### config.mk
export PLATFORM = sky130hd
export DESIGN_NAME = mixed_radix_index_counter_flat
export DESIGN_NICKNAME = d
export VERILOG_FILES = /design/src/hw/rtl/mrc_pkg.sv /design/src/hw/rtl/mrc_if.sv /design/src/hw/rtl/mrc_regs.sv /design/src/hw/rtl/mrc_mac.sv /design/src/hw/rtl/mixed_radix_index_counter.sv /design/src/flat_wrapper.sv
export SDC_FILE = /design/constraint.sdc
export NUM_CORES = 1
export LEC_CHECK = 0
export CAP_MARGIN = 5
export CORE_MARGIN = 1
export CORE_UTILIZATION = 33
export DETAILED_ROUTE_END_ITERATION = 7
export DONT_BUFFER_PORTS = 1
export GPL_TIMING_DRIVEN = 0
export SYNTH_ARGS = -nofsm -noshare
export SYNTH_HDL_FRONTEND = slang
export SYNTH_SLANG_ARGS = --single-unit
### constraint.sdc
create_clock -name clk -period 14.18 [get_ports clk]
set_clock_uncertainty 0.2 [all_clocks]
set_input_delay 1.418 -clock clk [delete_from_list [all_inputs] [get_ports clk]]
set_output_delay 1.418 -clock clk [all_outputs]
set_load 0.01 [all_outputs]
### src/hw/rtl/mrc_pkg.sv
// ----------------------------------------------------------------------------
// mrc_pkg
// Shared types and constants of the mixed-radix index counter.
// ----------------------------------------------------------------------------
package mrc_pkg;

  // Default shape of the counter
  localparam int NDIMS_DEF      = 4;
  localparam int DIGIT_BITS_DEF = 8;

  // Fixed field widths
  localparam int OPCODE_W    = 2;
  localparam int MASK_W      = 4;
  localparam int OUT_DIGIT_W = 8;
  localparam int INDEX_W     = 32;
  localparam int NUM_OUT_DIG = 4;

  // Configuration layout
  localparam int DIM_SIZE_W = 9;
  localparam int NSIZE_REGS = 4;
  localparam int SLOT_W     = 3;
  localparam int NUM_SLOTS  = 4;
  localparam int LIST_W     = SLOT_W * NUM_SLOTS;
  localparam int APB_DATA_W = 32;
  localparam int APB_ADDR_W = 5;

  localparam logic [DIM_SIZE_W-1:0] DIM_SIZE_RST = DIM_SIZE_W'(256);
  localparam logic [LIST_W-1:0]     LIST_RST     = LIST_W'(1672);

  // Register indexes (byte address / 4)
  localparam logic [2:0] REG_DIM0  = 3'd0;
  localparam logic [2:0] REG_DIM1  = 3'd1;
  localparam logic [2:0] REG_DIM2  = 3'd2;
  localparam logic [2:0] REG_DIM3  = 3'd3;
  localparam logic [2:0] REG_CARRY = 3'd4;
  localparam logic [2:0] REG_KEEP  = 3'd5;

  // Opcodes
  localparam logic [OPCODE_W-1:0] OP_STEP  = 2'd0;
  localparam logic [OPCODE_W-1:0] OP_CLEAR = 2'd1;

  // Configuration handed from the register file to the sequencer
  typedef struct packed {
    logic [NSIZE_REGS-1:0][DIM_SIZE_W-1:0] dim_size;
    logic [LIST_W-1:0]                     carry_order;
    logic [LIST_W-1:0]                     keep_order;
  } mrc_cfg_t;

endpackage

### src/hw/rtl/mrc_if.sv
// ----------------------------------------------------------------------------
// mrc_if
// Valid/ready channels: operation requests in, counter results out.
// ----------------------------------------------------------------------------
interface mrc_req_if import mrc_pkg::*; ();
  logic                valid;
  logic                ready;
  logic [OPCODE_W-1:0] opcode;
  logic [MASK_W-1:0]   clear_mask;

  modport source (output valid, opcode, clear_mask, input ready);
  modport sink   (input valid, opcode, clear_mask, output ready);
endinterface

interface mrc_rsp_if import mrc_pkg::*; ();
  logic                   valid;
  logic                   ready;
  logic [OUT_DIGIT_W-1:0] digit_0;
  logic [OUT_DIGIT_W-1:0] digit_1;
  logic [OUT_DIGIT_W-1:0] digit_2;
  logic [OUT_DIGIT_W-1:0] digit_3;
  logic [INDEX_W-1:0]     linear_index;
  logic                   wrapped;

  modport source (output valid, digit_0, digit_1, digit_2, digit_3, linear_index, wrapped,
                  input ready);
  modport sink   (input valid, digit_0, digit_1, digit_2, digit_3, linear_index, wrapped,
                  output ready);
endinterface

### src/hw/rtl/mrc_regs.sv
// ----------------------------------------------------------------------------
// mrc_regs
// APB-style configuration registers: digit radices, carry list, keep list.
// ----------------------------------------------------------------------------
module mrc_regs import mrc_pkg::*; (
  input  logic                  clk,
  input  logic                  rst,
  input  logic                  psel,
  input  logic                  penable,
  input  logic                  pwrite,
  input  logic [APB_ADDR_W-1:0] paddr,
  input  logic [APB_DATA_W-1:0] pwdata,
  output logic [APB_DATA_W-1:0] prdata,
  output logic                  pready,
  output mrc_cfg_t              cfg
);

  logic [2:0] reg_idx;
  logic       wr_en;

  assign pready  = 1'b1;
  assign reg_idx = paddr[4:2];
  assign wr_en   = psel && penable && pwrite;

  // Register writes
  always_ff @(posedge clk) begin
    if (rst) begin
      for (int i = 0; i < NSIZE_REGS; i++) begin
        cfg.dim_size[i] <= DIM_SIZE_RST;
      end
      cfg.carry_order <= LIST_RST;
      cfg.keep_order  <= LIST_RST;
    end else if (wr_en) begin
      case (reg_idx)
        REG_DIM0:  cfg.dim_size[0]  <= pwdata[DIM_SIZE_W-1:0];
        REG_DIM1:  cfg.dim_size[1]  <= pwdata[DIM_SIZE_W-1:0];
        REG_DIM2:  cfg.dim_size[2]  <= pwdata[DIM_SIZE_W-1:0];
        REG_DIM3:  cfg.dim_size[3]  <= pwdata[DIM_SIZE_W-1:0];
        REG_CARRY: cfg.carry_order  <= pwdata[LIST_W-1:0];
        REG_KEEP:  cfg.keep_order   <= pwdata[LIST_W-1:0];
        default: ;
      endcase
    end
  end

  // Read data
  always_comb begin
    case (reg_idx)
      REG_DIM0:  prdata = APB_DATA_W'(cfg.dim_size[0]);
      REG_DIM1:  prdata = APB_DATA_W'(cfg.dim_size[1]);
      REG_DIM2:  prdata = APB_DATA_W'(cfg.dim_size[2]);
      REG_DIM3:  prdata = APB_DATA_W'(cfg.dim_size[3]);
      REG_CARRY: prdata = APB_DATA_W'(cfg.carry_order);
      REG_KEEP:  prdata = APB_DATA_W'(cfg.keep_order);
      default:   prdata = '0;
    endcase
  end

endmodule

### src/hw/rtl/mrc_mac.sv
// ----------------------------------------------------------------------------
// mrc_mac
// Shared multiply-add unit: p = a * b + c (mod 2^32), plus p < radix.
// Serves both the digit increment and the index accumulation.
// ----------------------------------------------------------------------------
module mrc_mac import mrc_pkg::*; #(
  parameter int DIGIT_BITS = DIGIT_BITS_DEF
) (
  input  logic [INDEX_W-1:0]    a,
  input  logic [DIGIT_BITS:0]   b,
  input  logic [INDEX_W-1:0]    c,
  input  logic [DIGIT_BITS:0]   radix,
  output logic [INDEX_W-1:0]    p,
  output logic                  lt
);

  localparam int PROD_W = INDEX_W + DIGIT_BITS + 1;

  logic [PROD_W-1:0] prod;

  assign prod = PROD_W'(a) * PROD_W'(b);
  assign p    = prod[INDEX_W-1:0] + c;
  assign lt   = p < INDEX_W'(radix);

endmodule

### src/hw/rtl/mixed_radix_index_counter.sv
// ----------------------------------------------------------------------------
// mixed_radix_index_counter
// Sequencing: a step walks the carry list (one listed digit
//   per cycle), then does one index multiply-add per keep-list digit, then
//   loads the result register, which waits while the response slot is full;
//   read or clear skip the carry walk.
// Throughput: one item at a time; the next is taken the cycle after the
//   result register loads. Reset zeroes all digits and restores defaults.
// ----------------------------------------------------------------------------
module mixed_radix_index_counter import mrc_pkg::*; #(
  parameter int NDIMS      = NDIMS_DEF,
  parameter int DIGIT_BITS = DIGIT_BITS_DEF
) (
  input  logic                  clk,
  input  logic                  rst,
  mrc_req_if.sink               req,
  mrc_rsp_if.source             rsp,
  input  logic                  psel,
  input  logic                  penable,
  input  logic                  pwrite,
  input  logic [APB_ADDR_W-1:0] paddr,
  input  logic [APB_DATA_W-1:0] pwdata,
  output logic [APB_DATA_W-1:0] prdata,
  output logic                  pready
);

  localparam int RW = DIGIT_BITS + 1;
  localparam int SW = (NDIMS > 1) ? $clog2(NDIMS) : 1;
  localparam int KW = $clog2(NDIMS + 1);
  localparam logic [SLOT_W:0] NDIMS_S = (SLOT_W + 1)'(NDIMS);

  typedef enum logic [1:0] {
    S_IDLE,
    S_STEP,
    S_INDEX
  } state_t;

  state_t                 state;
  mrc_cfg_t               cfg;
  logic [DIGIT_BITS-1:0]  digits [NDIMS];
  logic [RW-1:0]          radix_eff [NDIMS];
  logic [SLOT_W-1:0]      carry_slot [NDIMS];
  logic [SLOT_W-1:0]      keep_slot [NDIMS];
  logic [NDIMS-1:0]       clr_vec;
  logic [OUT_DIGIT_W-1:0] out_dig [NUM_OUT_DIG];
  logic [KW-1:0]          k_q;
  logic [KW-1:0]          km1;
  logic [KW-1:0]          keep_len;
  logic [INDEX_W-1:0]     num_q;
  logic                   wrap_q;
  logic [SLOT_W-1:0]      cur_carry;
  logic                   carry_ok;
  logic [SW-1:0]          rd_sel;
  logic [DIGIT_BITS-1:0]  rd_digit;
  logic [RW-1:0]          rd_radix;
  logic [INDEX_W-1:0]     mac_a;
  logic [RW-1:0]          mac_b;
  logic [INDEX_W-1:0]     mac_c;
  logic [INDEX_W-1:0]     mac_p;
  logic                   mac_lt;
  logic                   rsp_load;

  function automatic logic [RW-1:0] clamp_radix(logic [DIM_SIZE_W-1:0] r);
    logic [INDEX_W-1:0] r32;
    logic [INDEX_W-1:0] max32;
    r32   = INDEX_W'(r);
    max32 = INDEX_W'(1) << DIGIT_BITS;
    if (r32 == '0) begin
      r32 = INDEX_W'(1);
    end else if (r32 > max32) begin
      r32 = max32;
    end
    return r32[RW-1:0];
  endfunction

  // Configuration registers
  mrc_regs u_regs (
    .clk     (clk),
    .rst     (rst),
    .psel    (psel),
    .penable (penable),
    .pwrite  (pwrite),
    .paddr   (paddr),
    .pwdata  (pwdata),
    .prdata  (prdata),
    .pready  (pready),
    .cfg     (cfg)
  );

  // Per-digit radix, list slots and clear bits (slots past the register read 0)
  for (genvar g = 0; g < NDIMS; g++) begin : g_dim
    if (g < NSIZE_REGS) begin : g_reg
      assign radix_eff[g] = clamp_radix(cfg.dim_size[g]);
      assign clr_vec[g]   = req.clear_mask[g];
    end else begin : g_fix
      assign radix_eff[g] = clamp_radix(DIM_SIZE_RST);
      assign clr_vec[g]   = 1'b0;
    end
    if (g < NUM_SLOTS) begin : g_slot
      assign carry_slot[g] = cfg.carry_order[g*SLOT_W +: SLOT_W];
      assign keep_slot[g]  = cfg.keep_order[g*SLOT_W +: SLOT_W];
    end else begin : g_noslot
      assign carry_slot[g] = '0;
      assign keep_slot[g]  = '0;
    end
  end

  // Length of the keep list: leading slots that name a digit
  always_comb begin
    logic stop;
    stop     = 1'b0;
    keep_len = '0;
    for (int i = 0; i < NDIMS; i++) begin
      if (!stop && ({1'b0, keep_slot[i]} < NDIMS_S)) begin
        keep_len = keep_len + KW'(1);
      end else begin
        stop = 1'b1;
      end
    end
  end

  // Digit select for the shared unit
  assign km1       = k_q - KW'(1);
  assign cur_carry = carry_slot[k_q[SW-1:0]];
  assign carry_ok  = {1'b0, cur_carry} < NDIMS_S;

  always_comb begin
    if (state == S_STEP) begin
      rd_sel = cur_carry[SW-1:0];
    end else begin
      rd_sel = keep_slot[km1[SW-1:0]][SW-1:0];
    end
  end

  assign rd_digit = digits[rd_sel];
  assign rd_radix = radix_eff[rd_sel];

  // Operand mux: increment during the carry walk, Horner step for the index
  always_comb begin
    if (state == S_STEP) begin
      mac_a = INDEX_W'(rd_digit);
      mac_b = RW'(1);
      mac_c = INDEX_W'(1);
    end else begin
      mac_a = num_q;
      mac_b = rd_radix;
      mac_c = INDEX_W'(rd_digit);
    end
  end

  mrc_mac #(
    .DIGIT_BITS (DIGIT_BITS)
  ) u_mac (
    .a     (mac_a),
    .b     (mac_b),
    .c     (mac_c),
    .radix (rd_radix),
    .p     (mac_p),
    .lt    (mac_lt)
  );

  // Result digit fields
  for (genvar g = 0; g < NUM_OUT_DIG; g++) begin : g_out
    if (g < NDIMS) begin : g_live
      assign out_dig[g] = OUT_DIGIT_W'(digits[g]);
    end else begin : g_zero
      assign out_dig[g] = '0;
    end
  end

  assign req.ready = (state == S_IDLE);

  // Result register loads once the index is done and the slot is free
  assign rsp_load = (state == S_INDEX) && (k_q == '0) && (!rsp.valid || rsp.ready);

  // Sequencer, digit store and result register
  always_ff @(posedge clk) begin
    if (rst) begin
      state     <= S_IDLE;
      rsp.valid <= 1'b0;
      k_q       <= '0;
      num_q     <= '0;
      wrap_q    <= 1'b0;
      for (int i = 0; i < NDIMS; i++) begin
        digits[i] <= '0;
      end
    end else begin
      if (rsp_load) begin
        rsp.valid <= 1'b1;
      end else if (rsp.valid && rsp.ready) begin
        rsp.valid <= 1'b0;
      end
      case (state)
        S_IDLE: begin
          if (req.valid) begin
            wrap_q <= 1'b0;
            if (req.opcode == OP_STEP) begin
              k_q   <= '0;
              state <= S_STEP;
            end else begin
              if (req.opcode == OP_CLEAR) begin
                for (int i = 0; i < NDIMS; i++) begin
                  if (clr_vec[i]) begin
                    digits[i] <= '0;
                  end
                end
              end
              k_q   <= keep_len;
              num_q <= '0;
              state <= S_INDEX;
            end
          end
        end
        S_STEP: begin
          if (!carry_ok) begin
            // list ended: carry left the last listed digit unless list empty
            wrap_q <= (k_q != '0);
            k_q    <= keep_len;
            num_q  <= '0;
            state  <= S_INDEX;
          end else if (mac_lt) begin
            digits[rd_sel] <= mac_p[DIGIT_BITS-1:0];
            k_q            <= keep_len;
            num_q          <= '0;
            state          <= S_INDEX;
          end else begin
            digits[rd_sel] <= '0;
            if (k_q == KW'(NDIMS - 1)) begin
              wrap_q <= 1'b1;
              k_q    <= keep_len;
              num_q  <= '0;
              state  <= S_INDEX;
            end else begin
              k_q <= k_q + KW'(1);
            end
          end
        end
        S_INDEX: begin
          if (k_q == '0) begin
            if (rsp_load) begin
              rsp.digit_0      <= out_dig[0];
              rsp.digit_1      <= out_dig[1];
              rsp.digit_2      <= out_dig[2];
              rsp.digit_3      <= out_dig[3];
              rsp.linear_index <= num_q;
              rsp.wrapped      <= wrap_q;
              state            <= S_IDLE;
            end
          end else begin
            num_q <= mac_p;
            k_q   <= km1;
          end
        end
        default: state <= S_IDLE;
      endcase
    end
  end

endmodule
### src/flat_wrapper.sv
// flat-port wrapper written by rule: the top's interface ports become plain ports
module mixed_radix_index_counter_flat import mrc_pkg::*;
#(
  parameter int NDIMS      = NDIMS_DEF,
  parameter int DIGIT_BITS = DIGIT_BITS_DEF
)
  (clk, rst, psel, penable, pwrite, paddr, pwdata, prdata, pready, req_valid, req_opcode, req_clear_mask, req_ready, rsp_valid, rsp_digit_0, rsp_digit_1, rsp_digit_2, rsp_digit_3, rsp_linear_index, rsp_wrapped, rsp_ready);
  mrc_req_if req_i ();
  mrc_rsp_if rsp_i ();
  input  logic clk;
  input  logic rst;
  input  logic psel;
  input  logic penable;
  input  logic pwrite;
  input  logic [APB_ADDR_W-1:0] paddr;
  input  logic [APB_DATA_W-1:0] pwdata;
  output logic [APB_DATA_W-1:0] prdata;
  output logic pready;
  input wire logic [$bits(req_i.valid)-1:0] req_valid;
  input wire logic [$bits(req_i.opcode)-1:0] req_opcode;
  input wire logic [$bits(req_i.clear_mask)-1:0] req_clear_mask;
  output wire logic [$bits(req_i.ready)-1:0] req_ready;
  output wire logic [$bits(rsp_i.valid)-1:0] rsp_valid;
  output wire logic [$bits(rsp_i.digit_0)-1:0] rsp_digit_0;
  output wire logic [$bits(rsp_i.digit_1)-1:0] rsp_digit_1;
  output wire logic [$bits(rsp_i.digit_2)-1:0] rsp_digit_2;
  output wire logic [$bits(rsp_i.digit_3)-1:0] rsp_digit_3;
  output wire logic [$bits(rsp_i.linear_index)-1:0] rsp_linear_index;
  output wire logic [$bits(rsp_i.wrapped)-1:0] rsp_wrapped;
  input wire logic [$bits(rsp_i.ready)-1:0] rsp_ready;
  assign req_i.valid = req_valid;
  assign req_i.opcode = req_opcode;
  assign req_i.clear_mask = req_clear_mask;
  assign req_ready = req_i.ready;
  assign rsp_valid = rsp_i.valid;
  assign rsp_digit_0 = rsp_i.digit_0;
  assign rsp_digit_1 = rsp_i.digit_1;
  assign rsp_digit_2 = rsp_i.digit_2;
  assign rsp_digit_3 = rsp_i.digit_3;
  assign rsp_linear_index = rsp_i.linear_index;
  assign rsp_wrapped = rsp_i.wrapped;
  assign rsp_i.ready = rsp_ready;
  mixed_radix_index_counter #(.NDIMS(NDIMS), .DIGIT_BITS(DIGIT_BITS)) u_core (.clk(clk), .rst(rst), .req(req_i), .rsp(rsp_i), .psel(psel), .penable(penable), .pwrite(pwrite), .paddr(paddr), .pwdata(pwdata), .prdata(prdata), .pready(pready));
endmodule
* After elaboration in Yosys (flattened, before gate mapping)
Memory sizes are Yosys's and may differ from the RTL's. A register that Yosys moved wholly into a read port is not among the register bits.
Index checks and enable logic that the tools add are counted.
** Storage, ports and cells
- Memories kept :: 1
- Output and inout bits :: 100
- Register bits :: 132
- Bits of input ports :: 50
- Memory bits (writable) :: 32
- Word-level logic and storage cells :: 202
** Operators by class
- Equal/unequal tests :: 17
- Bitwise gates (word level) :: 9
- $lt $le $gt $ge :: 13
- Multipliers :: 1
- $add $sub $neg :: 6
- Reductions and logical operators :: 36
- Multiplexer cells :: 106
** Memory list
- u_core.digits :: depth 4, width 8, read ports 5, clocked after memory_dff 4, write ports 4, line mixed_radix_index_counter.sv:40 : logic [DIGIT_BITS-1:0] digits [NDIMS];
** Operator list (count)
- $mux 32 :: 7
- $mux 9 :: 11
- $pmux 32 s3 :: 1
- $pmux 12 s6 :: 1
- $mux 8 :: 7
- $mux 1 :: 51
- $gt 9x9->1 const B :: 4
- $logic_not 9->1 :: 4
- $mux 3 :: 11
- $add 32x32->32 :: 1
- $lt 32x9->1 :: 1
- $mul 32x9->32 :: 1
- $mux 2 :: 11
- $bmux 9 s2 :: 1
- $lt 3x3->1 const B :: 5
- $bmux 3 s2 :: 2
- $reduce_and 2->1 :: 6
- $reduce_and 4->1 :: 3
- $add 3x1->3 const B :: 3
- $eq 3x2->1 const B :: 3
- $ge 3x3->1 const B :: 3
- $not 2->3 :: 3
- $pmux 3 s3 :: 1
- $logic_and 1x1->1 :: 8
- other kinds (23) :: 39

* Longest topological paths before layout
Gate-level depths: netlist of the first run.
- Depth after elaboration :: 22
- Mapped depth :: 42
- Depth with buffers taken out :: 33

* Hierarchy
A second synthesis of the first run with hierarchy kept.
** Second synthesis, totals
- Cell total of the unflattened synthesis :: 1831
- Area, all modules :: 17742.0 um2
** Modules (own cells, without submodules)
- mrc_mac :: instances 1, area an instance 8399.3 um2, cells each 982, seq. area each 0.0 um2
- mixed_radix_index_counter :: instances 1, area an instance 6273.5 um2, cells each 527, seq. area each 3693.5 um2
- mrc_regs :: instances 1, area an instance 3069.2 um2, cells each 322, seq. area each 1201.2 um2

* Worst setup path before layout of the first run
Ideal clock, no wire load.
- Path kind :: reg2reg
- From :: register u_core.k_q[0]
- To :: register u_core.num_q[23]
- Path slack :: 4.829 ns
- Clock period less this slack :: 9.351 ns
- Arrival time :: 9.019 ns
- Required time :: 13.849 ns
- Stages on the path, launching flop included :: 41
- Path buffers :: 9
- Path through :: dfxtp_1 inv_2 ha_1 buf_4 mux2i_1 mux4_2 buf_6 buf_6 buf_6 clkbuf_1 clkbuf_1 mux2i_1 a21oi_1 a22oi_1 fa_1 inv_1 fa_1 ha_1 (+5 left out) a21o_1 a31oi_1 and2_1 xor2_1 inv_1 ha_1 a21o_1 a21oi_1 and3_1 o211ai_1 nor4b_1 o2111ai_4 a31o_1 buf_6 buf_2 buf_2 nand3b_1 o31ai_1
** Between the ends
- Cells in the longest elaborated chain, start to end :: 17
** Ends and longest elaborated chain
- from (decl) :: line mixed_radix_index_counter.sv:46 : logic [KW-1:0] k_q;
- from (signal assigned) :: line mixed_radix_index_counter.sv:208 : k_q <= keep_len;
- from (signal assigned) :: line mixed_radix_index_counter.sv:218 : k_q <= keep_len;
- from (signal assigned) :: line mixed_radix_index_counter.sv:223 : k_q <= keep_len;
- $sub 3x1->3 :: line mixed_radix_index_counter.sv:123 : assign km1 = k_q - KW'(1);
- $not 2->3 (not written as such) :: line mixed_radix_index_counter.sv:131 : rd_sel = keep_slot[km1[SW-1:0]][SW-1:0];
- $bmux 3 s2 :: line mixed_radix_index_counter.sv:131
- $mux 2 (not written as such) (2 in series) :: line mixed_radix_index_counter.sv:131
- $mux 2 :: line mixed_radix_index_counter.sv:128 : if (state == S_STEP) begin
- $not 2->3 (not written as such) :: line mixed_radix_index_counter.sv:136 : assign rd_radix = radix_eff[rd_sel];
- $bmux 9 s2 :: line mixed_radix_index_counter.sv:136
- $mux 9 (not written as such) (2 in series) :: line mixed_radix_index_counter.sv:136
- $mux 9 :: line mixed_radix_index_counter.sv:140 : if (state == S_STEP) begin
- $mul 32x9->32 :: line mrc_mac.sv:21 : assign prod = PROD_W'(a) * PROD_W'(b);
- $add 32x32->32 :: line mrc_mac.sv:22 : assign p = prod[INDEX_W-1:0] + c;
- $lt 32x9->1 :: line mrc_mac.sv:23 : assign lt = p < INDEX_W'(radix);
- $mux 32 :: line mixed_radix_index_counter.sv:221 : end else if (mac_lt) begin
- $mux 32 :: line mixed_radix_index_counter.sv:215 : if (!carry_ok) begin
- $pmux 32 s3 :: line mixed_radix_index_counter.sv:193 : case (state)
- to (signal assigned) :: line mixed_radix_index_counter.sv:250 : num_q <= mac_p;
- to (decl) :: line mixed_radix_index_counter.sv:49 : logic [INDEX_W-1:0] num_q;
Parallel ways exist; a longest one is shown, timed or not. The select of a mux whose other input is x is not followed.
A chain may end at the register's enable or synchronous reset.

* Final worst setup path of the first run
- From :: register u_core.k_q[0]
- To :: register u_core.num_q[25]
Same word-level chain as after synthesis.

==> metrics.md, run 1 <==
| Metric | Value |
|---|---|
| Hold Crit Class | reg2reg |
| Total grt overflow | 0 |
| Cts hold-fix bufs | 0 |
| Die height | 230 µm |
| Worst R2R Path Depth | 40 |
| Largest net degree at the start of global routing | 36 |
| P_leak | 0.00784 µW |
| Yosys reg bits | 196 |
| I/O pin total | 150 |
| Initial Util | 0.333 |
| Hold wc startpoint | u_core.digits[3][7] |
| DR vias/cell | 5.26 |
| Status | finished clean |
| Final instance area | 18700 µm² |
| DR pass1 iterations | 6 |
| DR iter-0 viols | 1198 |
| DRC violations left | 0 |
| Syn Inst Count | between 1.5k and 2k |
| Register area share after synthesis | 0.286 |
| WL/cell | 19.7 µm |
| Ys async rst share | 0 |
| Layout cells sized above 1 | 0.0546 |
| Area grow syn2layout | 9.05% |
| Crit. End Element | flop |
| Tightest Pin Transition | 1.26 ns |
| Setup TNS | 0 ns |
| Final Power | 2340 µW |
| Clock Path Buffers | 2 |
| Initial antenna violation count | 2 |
| Startpoint Class | flop |
| CP Data Arrival Time | 11.55 ns |
| GRT Total Usage | 0.195 |
| Post-synth top flop | dfxtp_1 |
| Utilization after layout | 0.364 |
| Core ar. | 51300 µm² |
| Worst vdd ir | 0.122 mV |
| Clock slew at reported path FFs | 0.09 ns |
| Max incr delay on CP | approximately 0.63 ns |
| Largest family of logic cells by synthesized area | adder cells |
| Cell area after synthesis | 17100 µm² |
| Die W | approximately 230 µm |
| Latest clock arrival within the worst-skew pair | around 0.5 ns |
| Port Buffer Count | 0 |
| Routed WL | around 50 mm |
| Final nets | between 2k and 2.5k |
| Syn_area_per_cell | 9.42 µm² |
| CP required | 14.35 ns |
| Fin. max-slew vios | 0 |
| Postcts setup bufs | 0 |
| Area leader, netlist | fa_1 |
| Post-Synth Simple-Gate Area | 0.187 |
| RSZ-0062 raised after global routing | no |
| Worst-path fanout max | 10 |
| Area of placed instances | 18100 µm² |
| TritonCTS clock tree | yes |
| Min-Delay Path Depth | 0 |
| Final setup fails | 0 |
| Fin crit share | 0.803 |
| Slew margin rel. | 0.150 |
| Total die area | ~53000 µm² |
| Number of max-cap violations | 0 |
| CTS HTree Levels | 4 |
| Synth cell types | between 70 and 80 |
| Power per cell area | 125 nW/µm² |
| Post-Synth XOR/XNOR Area | 0.0168 |
| Cts repair resizes | 0 |
| Synth Warn # | 0 |
| Via count | 13.4k |
| EDFF count, synth | 97 |
| WS Path Type | reg2reg |
| Final HPWL DP | 40.2 mm |
| Adder-Cell Fraction of Synth Area | 0.278 |
| Compound-Gate Fraction of Synth Area | 0.101 |
| CTS sink cnt | ~200 |
| CTS Root Cell | clkbuf_16 |
| Commonest cells after routing, fill and taps aside | nor2_1 (247), nand2_1 (213), fa_1 (183), inv_1 (153), dfxtp_1 (99) |
| Total CTS buffers | 17 |
| Share of the synthesized area in the top cell type | 0.214 |
| GPL Wtd Cong | 0.905 |
| First-pass GRT wire length | 78.4 mm |
| R2r startpoint | u_core.k_q[0] |
| Cell Rows | 83 |
| Synth area leaders | fa_1 (21%), edfxtp_1 (17%), dfxtp_1 (12%) |
| Crit-path slowest cell | clkbuf_1 |
| Routed Antenna Nets | 0 |
| Final min period | 11.38 ns |
| Final hold violations | 0 |
| Vias in the first global route | 13.4k |
| Diode count | 0 |
| Fmax | 87.9 MHz |
| Most common cell after layout, fill and taps aside | nor2_1 |
| Mux contribution to synthesized area | 0.0653 |
| Critical path startpoint | u_core.k_q[0] |
==> metal layers <==
metal | global-route usage | routed length (µm)
met1 | 0.250 | 21000
met2 | 0.319 | 24000
met3 | 0.0448 | 3750
met4 | 0.0700 | 1460
met5 | 0 | 0
==> area by class of cell <==
type | count | area, µm²
Fill cell | 5216 | 32700
Multi-Input combinational cell | 1373 | 11200
Sequential cell | 196 | 4890
Tap cell | 680 | 851
Inverter | 157 | 589
Buffer | 108 | 529
Clock buffer | 18 | 429
Clock inverter | 14 | 133
Timing Repair Buffer | 3 | 52.6
==> logic make-up (layout without fill, tap and decap cells) <==
| logic type | count (synthesis) | after routing |
|---|---|---|
| XOR/XNOR | 31 | 31 |
| multiplexers | 103 | 103 |
| buffers and inverters | 265 | 300 |
| other | 2 | 21 |
| adder cells (fa/ha/maj) | 270 | 270 |
| AND/OR/NAND/NOR | 690 | 690 |
| flip-flops | 196 | 196 |
| AO/OA/AOI/OAI | 258 | 258 |
==> sequential cells by signal, indices dropped and copies added, names as in the netlist <==
name / count
u_core.rsp.wrapped: 1
u_core.u_regs.cfg: 60
u_core.k_q: 3
u_core.num_q: 32
rsp_digit_3: 8
u_core.wrap_q: 1
u_core.digits: 32
u_core.rsp.linear_index: 32
rsp_digit_0: 8
rsp_digit_2: 8
u_core.rsp.valid: 1
rsp_digit_1: 8
u_core.state: 2
==> cells in the mapped netlist, drive strengths merged, types with 8 or more instances <==
master	instances
nor2	248
nand2	213
fa	183
inv	155
dfxtp	99
edfxtp	97
ha	87
a21oi	84
mux2i	79
clkbuf	72
nand2b	59
nor2b	44
buf	36
nand3b	32
o21ai	31
a21o	25
nand3	21
mux2	19
o31ai	19
xnor2	18
nor3	16
a22oi	13
xor2	12
nor4	11
and3	9
a211o	8
o21a	8
or2	8
==> report_power, final <==
group / total (µW) / internal, µW / leakage [µW] / switching [µW]
Clock: 491 / 232 / 0.000269 / 259
Sequential: 708 / 656 / 0.00174 / 51.3
Combinational: 1140 / 376 / 0.00583 / 763
==> through the flow <==
stage                     setup slack, ns  hold slack (ns)  instances
after global routing                 2.21            0.272       2549
after global placement               3.04            0.227       2514
final                                2.80            0.255       2549
after CTS                            2.84            0.255       2548
after floorplan                      4.83            0.209       1834
after detailed placement             2.89            0.233       2516
==> path summary, 6_finish.rpt <==
kind | slack (ns) | endpoint
hold reg to reg | 0.25 | rsp_digit_3[7]
setup reg to reg | 2.80 | u_core.num_q[25]
setup / recovery | 2.80 | u_core.num_q[25]
hold / removal | 0.25 | rsp_digit_3[7]
==> worst max-delay path, delay by kind of cell (launching register included) <==
kind / cells / cell delay (ns)
XOR/XNOR: 1 / 0.61
AND/OR/NAND/NOR: 4 / 1.02
flip-flops: 1 / 0.47
adder cells (fa/ha/maj): 8 / 3.40
multiplexers: 3 / 0.72
AO/OA/AOI/OAI: 10 / 1.97
buffers and inverters: 14 / 2.86
Note: power is estimated with default switching activity, not from simulation.
==> run 2, diff against run 1 <==
==> constraint.sdc (replaced) <==
create_clock -name clk -period 11.9 [get_ports clk]
set_clock_uncertainty 0.2 [all_clocks]
set_input_delay 1.19 -clock clk [delete_from_list [all_inputs] [get_ports clk]]
set_output_delay 1.19 -clock clk [all_outputs]
set_load 0.01 [all_outputs]
==> run 2 against run 1 <==
Net effect:
- register-to-register slack worse by 2.2 ns
- clock power grew 19%
- non-clock buffer count unchanged
- maximum frequency rose by 0.32%
- largest power group unchanged
- die area unchanged
- core utilization about the same
- final area hardly changed
- first-iteration DRC count unchanged
- via count hardly changed
- cell count stayed put
- sequential share of layout area about the same
==> metrics.md, run 2 (synthesized netlist as in run 1, its figures left out) <==
| Metric | Value |
|---|---|
| Status | finished clean (unchanged) |
| Startpoint Class | flop (unchanged) |
| CTS sink cnt | 196 (unchanged) |
| Total die area | 52700 µm² (unchanged) |
| DR pass1 iterations | 6 (unchanged) |
| Area grow syn2layout | 9.06% (was 9.05%) |
| Clock slew at reported path FFs | 0.09 ns (about the same) |
| Hold Slack | 0.255 ns (about the same) |
| TritonCTS clock tree | yes (unchanged) |
| RR Endpoint | u_core.num_q[25] (unchanged) |
| DR vias/cell | 5.27 (was 5.26) |
| DRC violations left | 0 (unchanged) |
| Crit-path slowest cell | mux2i_1 (was clkbuf_1) |
| Worst hold path endpoint | rsp_digit_3[7] (unchanged) |
| WL/cell | 19.7 µm (about the same) |
| Worst-path fanout max | 10 (unchanged) |
| Fin. max-slew vios | 0 (unchanged) |
| Clock Path Buffers | 2 (unchanged) |
| Power per cell area | 149 nW/µm² (was 125 nW/µm²) |
| Port Buffer Count | 0 (unchanged) |
| Layout cells sized above 1 | 0.0551 (was 0.0546) |
| CTS HTree Levels | 4 (unchanged) |
| Initial Util | 0.333 (unchanged) |
| Slew margin rel. | 0.149 (was 0.150) |
| Worst R2R Path Depth | 40 (unchanged) |
| Cts hold-fix bufs | 0 (unchanged) |
| Routed WL | 50.3 mm (about the same) |
| Pre-CTS WS | 0.611 ns (was 2.89 ns) |
| Worst vdd ir | 0.146 mV (was 0.122 mV) |
| CP Data Arrival Time | 11.51 ns (was 11.55 ns) |
| Latest clock arrival within the worst-skew pair | 0.50 ns (about the same) |
| CP required | 12.07 ns (was 14.35 ns) |
| Final min period | 11.35 ns (was 11.38 ns) |
| Fin crit share | 0.953 (was 0.803) |
| Routed Antenna Nets | 0 (unchanged) |
| Most common cell after layout, fill and taps aside | nor2_1 (unchanged) |
| Number of max-cap violations | 0 (unchanged) |
| CP Buf/Inv Count | 13 (was 14) |
| Critical path depth | 40 (unchanged) |
| Number of flip-flops under the largest register name | 60 (unchanged) |
| Final HPWL DP | 40.2 mm (unchanged) |
| Hold Crit Class | reg2reg (unchanged) |
| Vias in the first global route | 13.4k (unchanged) |
| Largest net degree at the start of global routing | 36 (unchanged) |
| Crit. End Element | flop (unchanged) |
| Final hold violations | 0 (unchanged) |
| Min-Delay Path Depth | 0 (unchanged) |
| P_leak | 0.00784 µW (about the same) |
| Via count | 13.4k (about the same) |
| CP top delay family | adder cells (unchanged) |
| Fmax | 88.1 MHz (was 87.9 MHz) |
| Cell Rows | 83 (unchanged) |
| Hold wc startpoint | u_core.digits[3][7] (unchanged) |
| Die W | 230 µm (unchanged) |
| CTS Root Cell | clkbuf_16 (unchanged) |
| First-pass GRT wire length | 78.4 mm (unchanged) |
| Diode count | 0 (unchanged) |
| Final nets | 2176 (unchanged) |
| WS Path Type | reg2reg (unchanged) |
| Commonest cells after routing, fill and taps aside | nor2_1 (247), nand2_1 (213), fa_1 (183), inv_1 (153), dfxtp_1 (99) (unchanged) |
| R2r startpoint | u_core.k_q[0] (unchanged) |
| Final setup fails | 0 (unchanged) |
| Core ar. | 51300 µm² (unchanged) |
| DR iter-0 viols | 1198 (unchanged) |
| GPL Wtd Cong | 0.905 (unchanged) |
| Tightest Pin Transition | 1.26 ns (about the same) |
| Fill count | 5217 (was 5216) |
| GRT Total Usage | 0.195 (unchanged) |
| Max incr delay on CP | 0.68 ns (was 0.63 ns) |
| Die height | 230 µm (unchanged) |
| Setup slack, reg-to-reg | 0.55 ns (was 2.80 ns) |
| I/O pin total | 150 (unchanged) |
| RSZ-0062 raised after global routing | no (unchanged) |
| Total CTS buffers | 17 (unchanged) |
| Total grt overflow | 0 (unchanged) |
| Largest register by flop count | u_core.u_regs.cfg (unchanged) |
| Setup TNS | 0 ns (unchanged) |
| Initial antenna violation count | 2 (unchanged) |
| Final setup margin | 0.554 ns (was 2.80 ns) |
-- run 2: cell count changes in the layout (fill, tap and decap cells not counted) --
| cell | change |
|---|---|
| clkbuf_2 | +1 |
| clkbuf_1 | -1 |
-- run 2: per-layer routing --
metal / global-route usage / up-vias / share of wire
met4: 0.0700 / 0 / 0.029
met2: 0.319 / 498 / 0.48
met5: 0 / - / 0
li1: - / 6120 / -
met3: 0.0448 / 87 / 0.075
met1: 0.250 / 6722 / 0.42
-- run 2: worst register-to-register path: cells and delay by family (launching register included) --
family / cells / cell delay [ns]
multiplexers: 3 / 1.29
AND/OR/NAND/NOR: 5 / 1.19
adder cells (fa/ha/maj): 8 / 3.41
flip-flops: 1 / 0.47
AO/OA/AOI/OAI: 10 / 1.92
buffers and inverters: 13 / 2.14
XOR/XNOR: 1 / 0.61
-- run 2: timing repair --
action                                  CTS  global route
endpoints found under the setup margin    0            10
gates resized for setup                   0             2
setup buffers                             0             0
-- run 2: how the worst max path moves through the flow --
| stage | startpoint | endpoint | slack, ns |
|---|---|---|---|
| after CTS | u_core.k_q[0] | u_core.num_q[25] | 0.56 |
| after global placement | u_core.k_q[0] | u_core.num_q[25] | 0.76 |
| final | u_core.k_q[0] | u_core.num_q[25] | 0.55 |
| after floorplan | u_core.k_q[0] | u_core.num_q[23] | 2.55 |
| after detailed placement | u_core.k_q[0] | u_core.num_q[25] | 0.61 |
| after global routing | u_core.k_q[0] | u_core.num_q[24] | 0.06 |
-- run 2: through the flow --
step | instance area [µm²] | instances | power, µW | util
finish | 18700 | 2549 | 2780 | 0.364
global route | 18700 | 2549 | 2940 | 0.364
CTS | 18600 | 2548 | 2790 | 0.363
detailed placement | 18100 | 2516 | 2200 | 0.352
global placement | 18000 | 2514 | 2170 | 0.351
floorplan | 17200 | 1834 | 1770 | -
-- run 2: layout make-up --
type | count | area, µm² | area share
buffer | 108 | 531 | 0.0284
clock buffer | 18 | 429 | 0.0230
clock inverter | 14 | 133 | 0.00711
inverter | 157 | 589 | 0.0316
multi-input combinational | 1373 | 11200 | 0.599
sequential | 196 | 4890 | 0.262
tap | 680 | 851 | 0.0456
timing repair buffer | 3 | 52.6 | 0.00282
-- run 2: power by group --
part	switching, µW	internal [µW]	total [µW]
Combinational	909	449	1360
Sequential	61.1	782	843
Clock	308	276	584
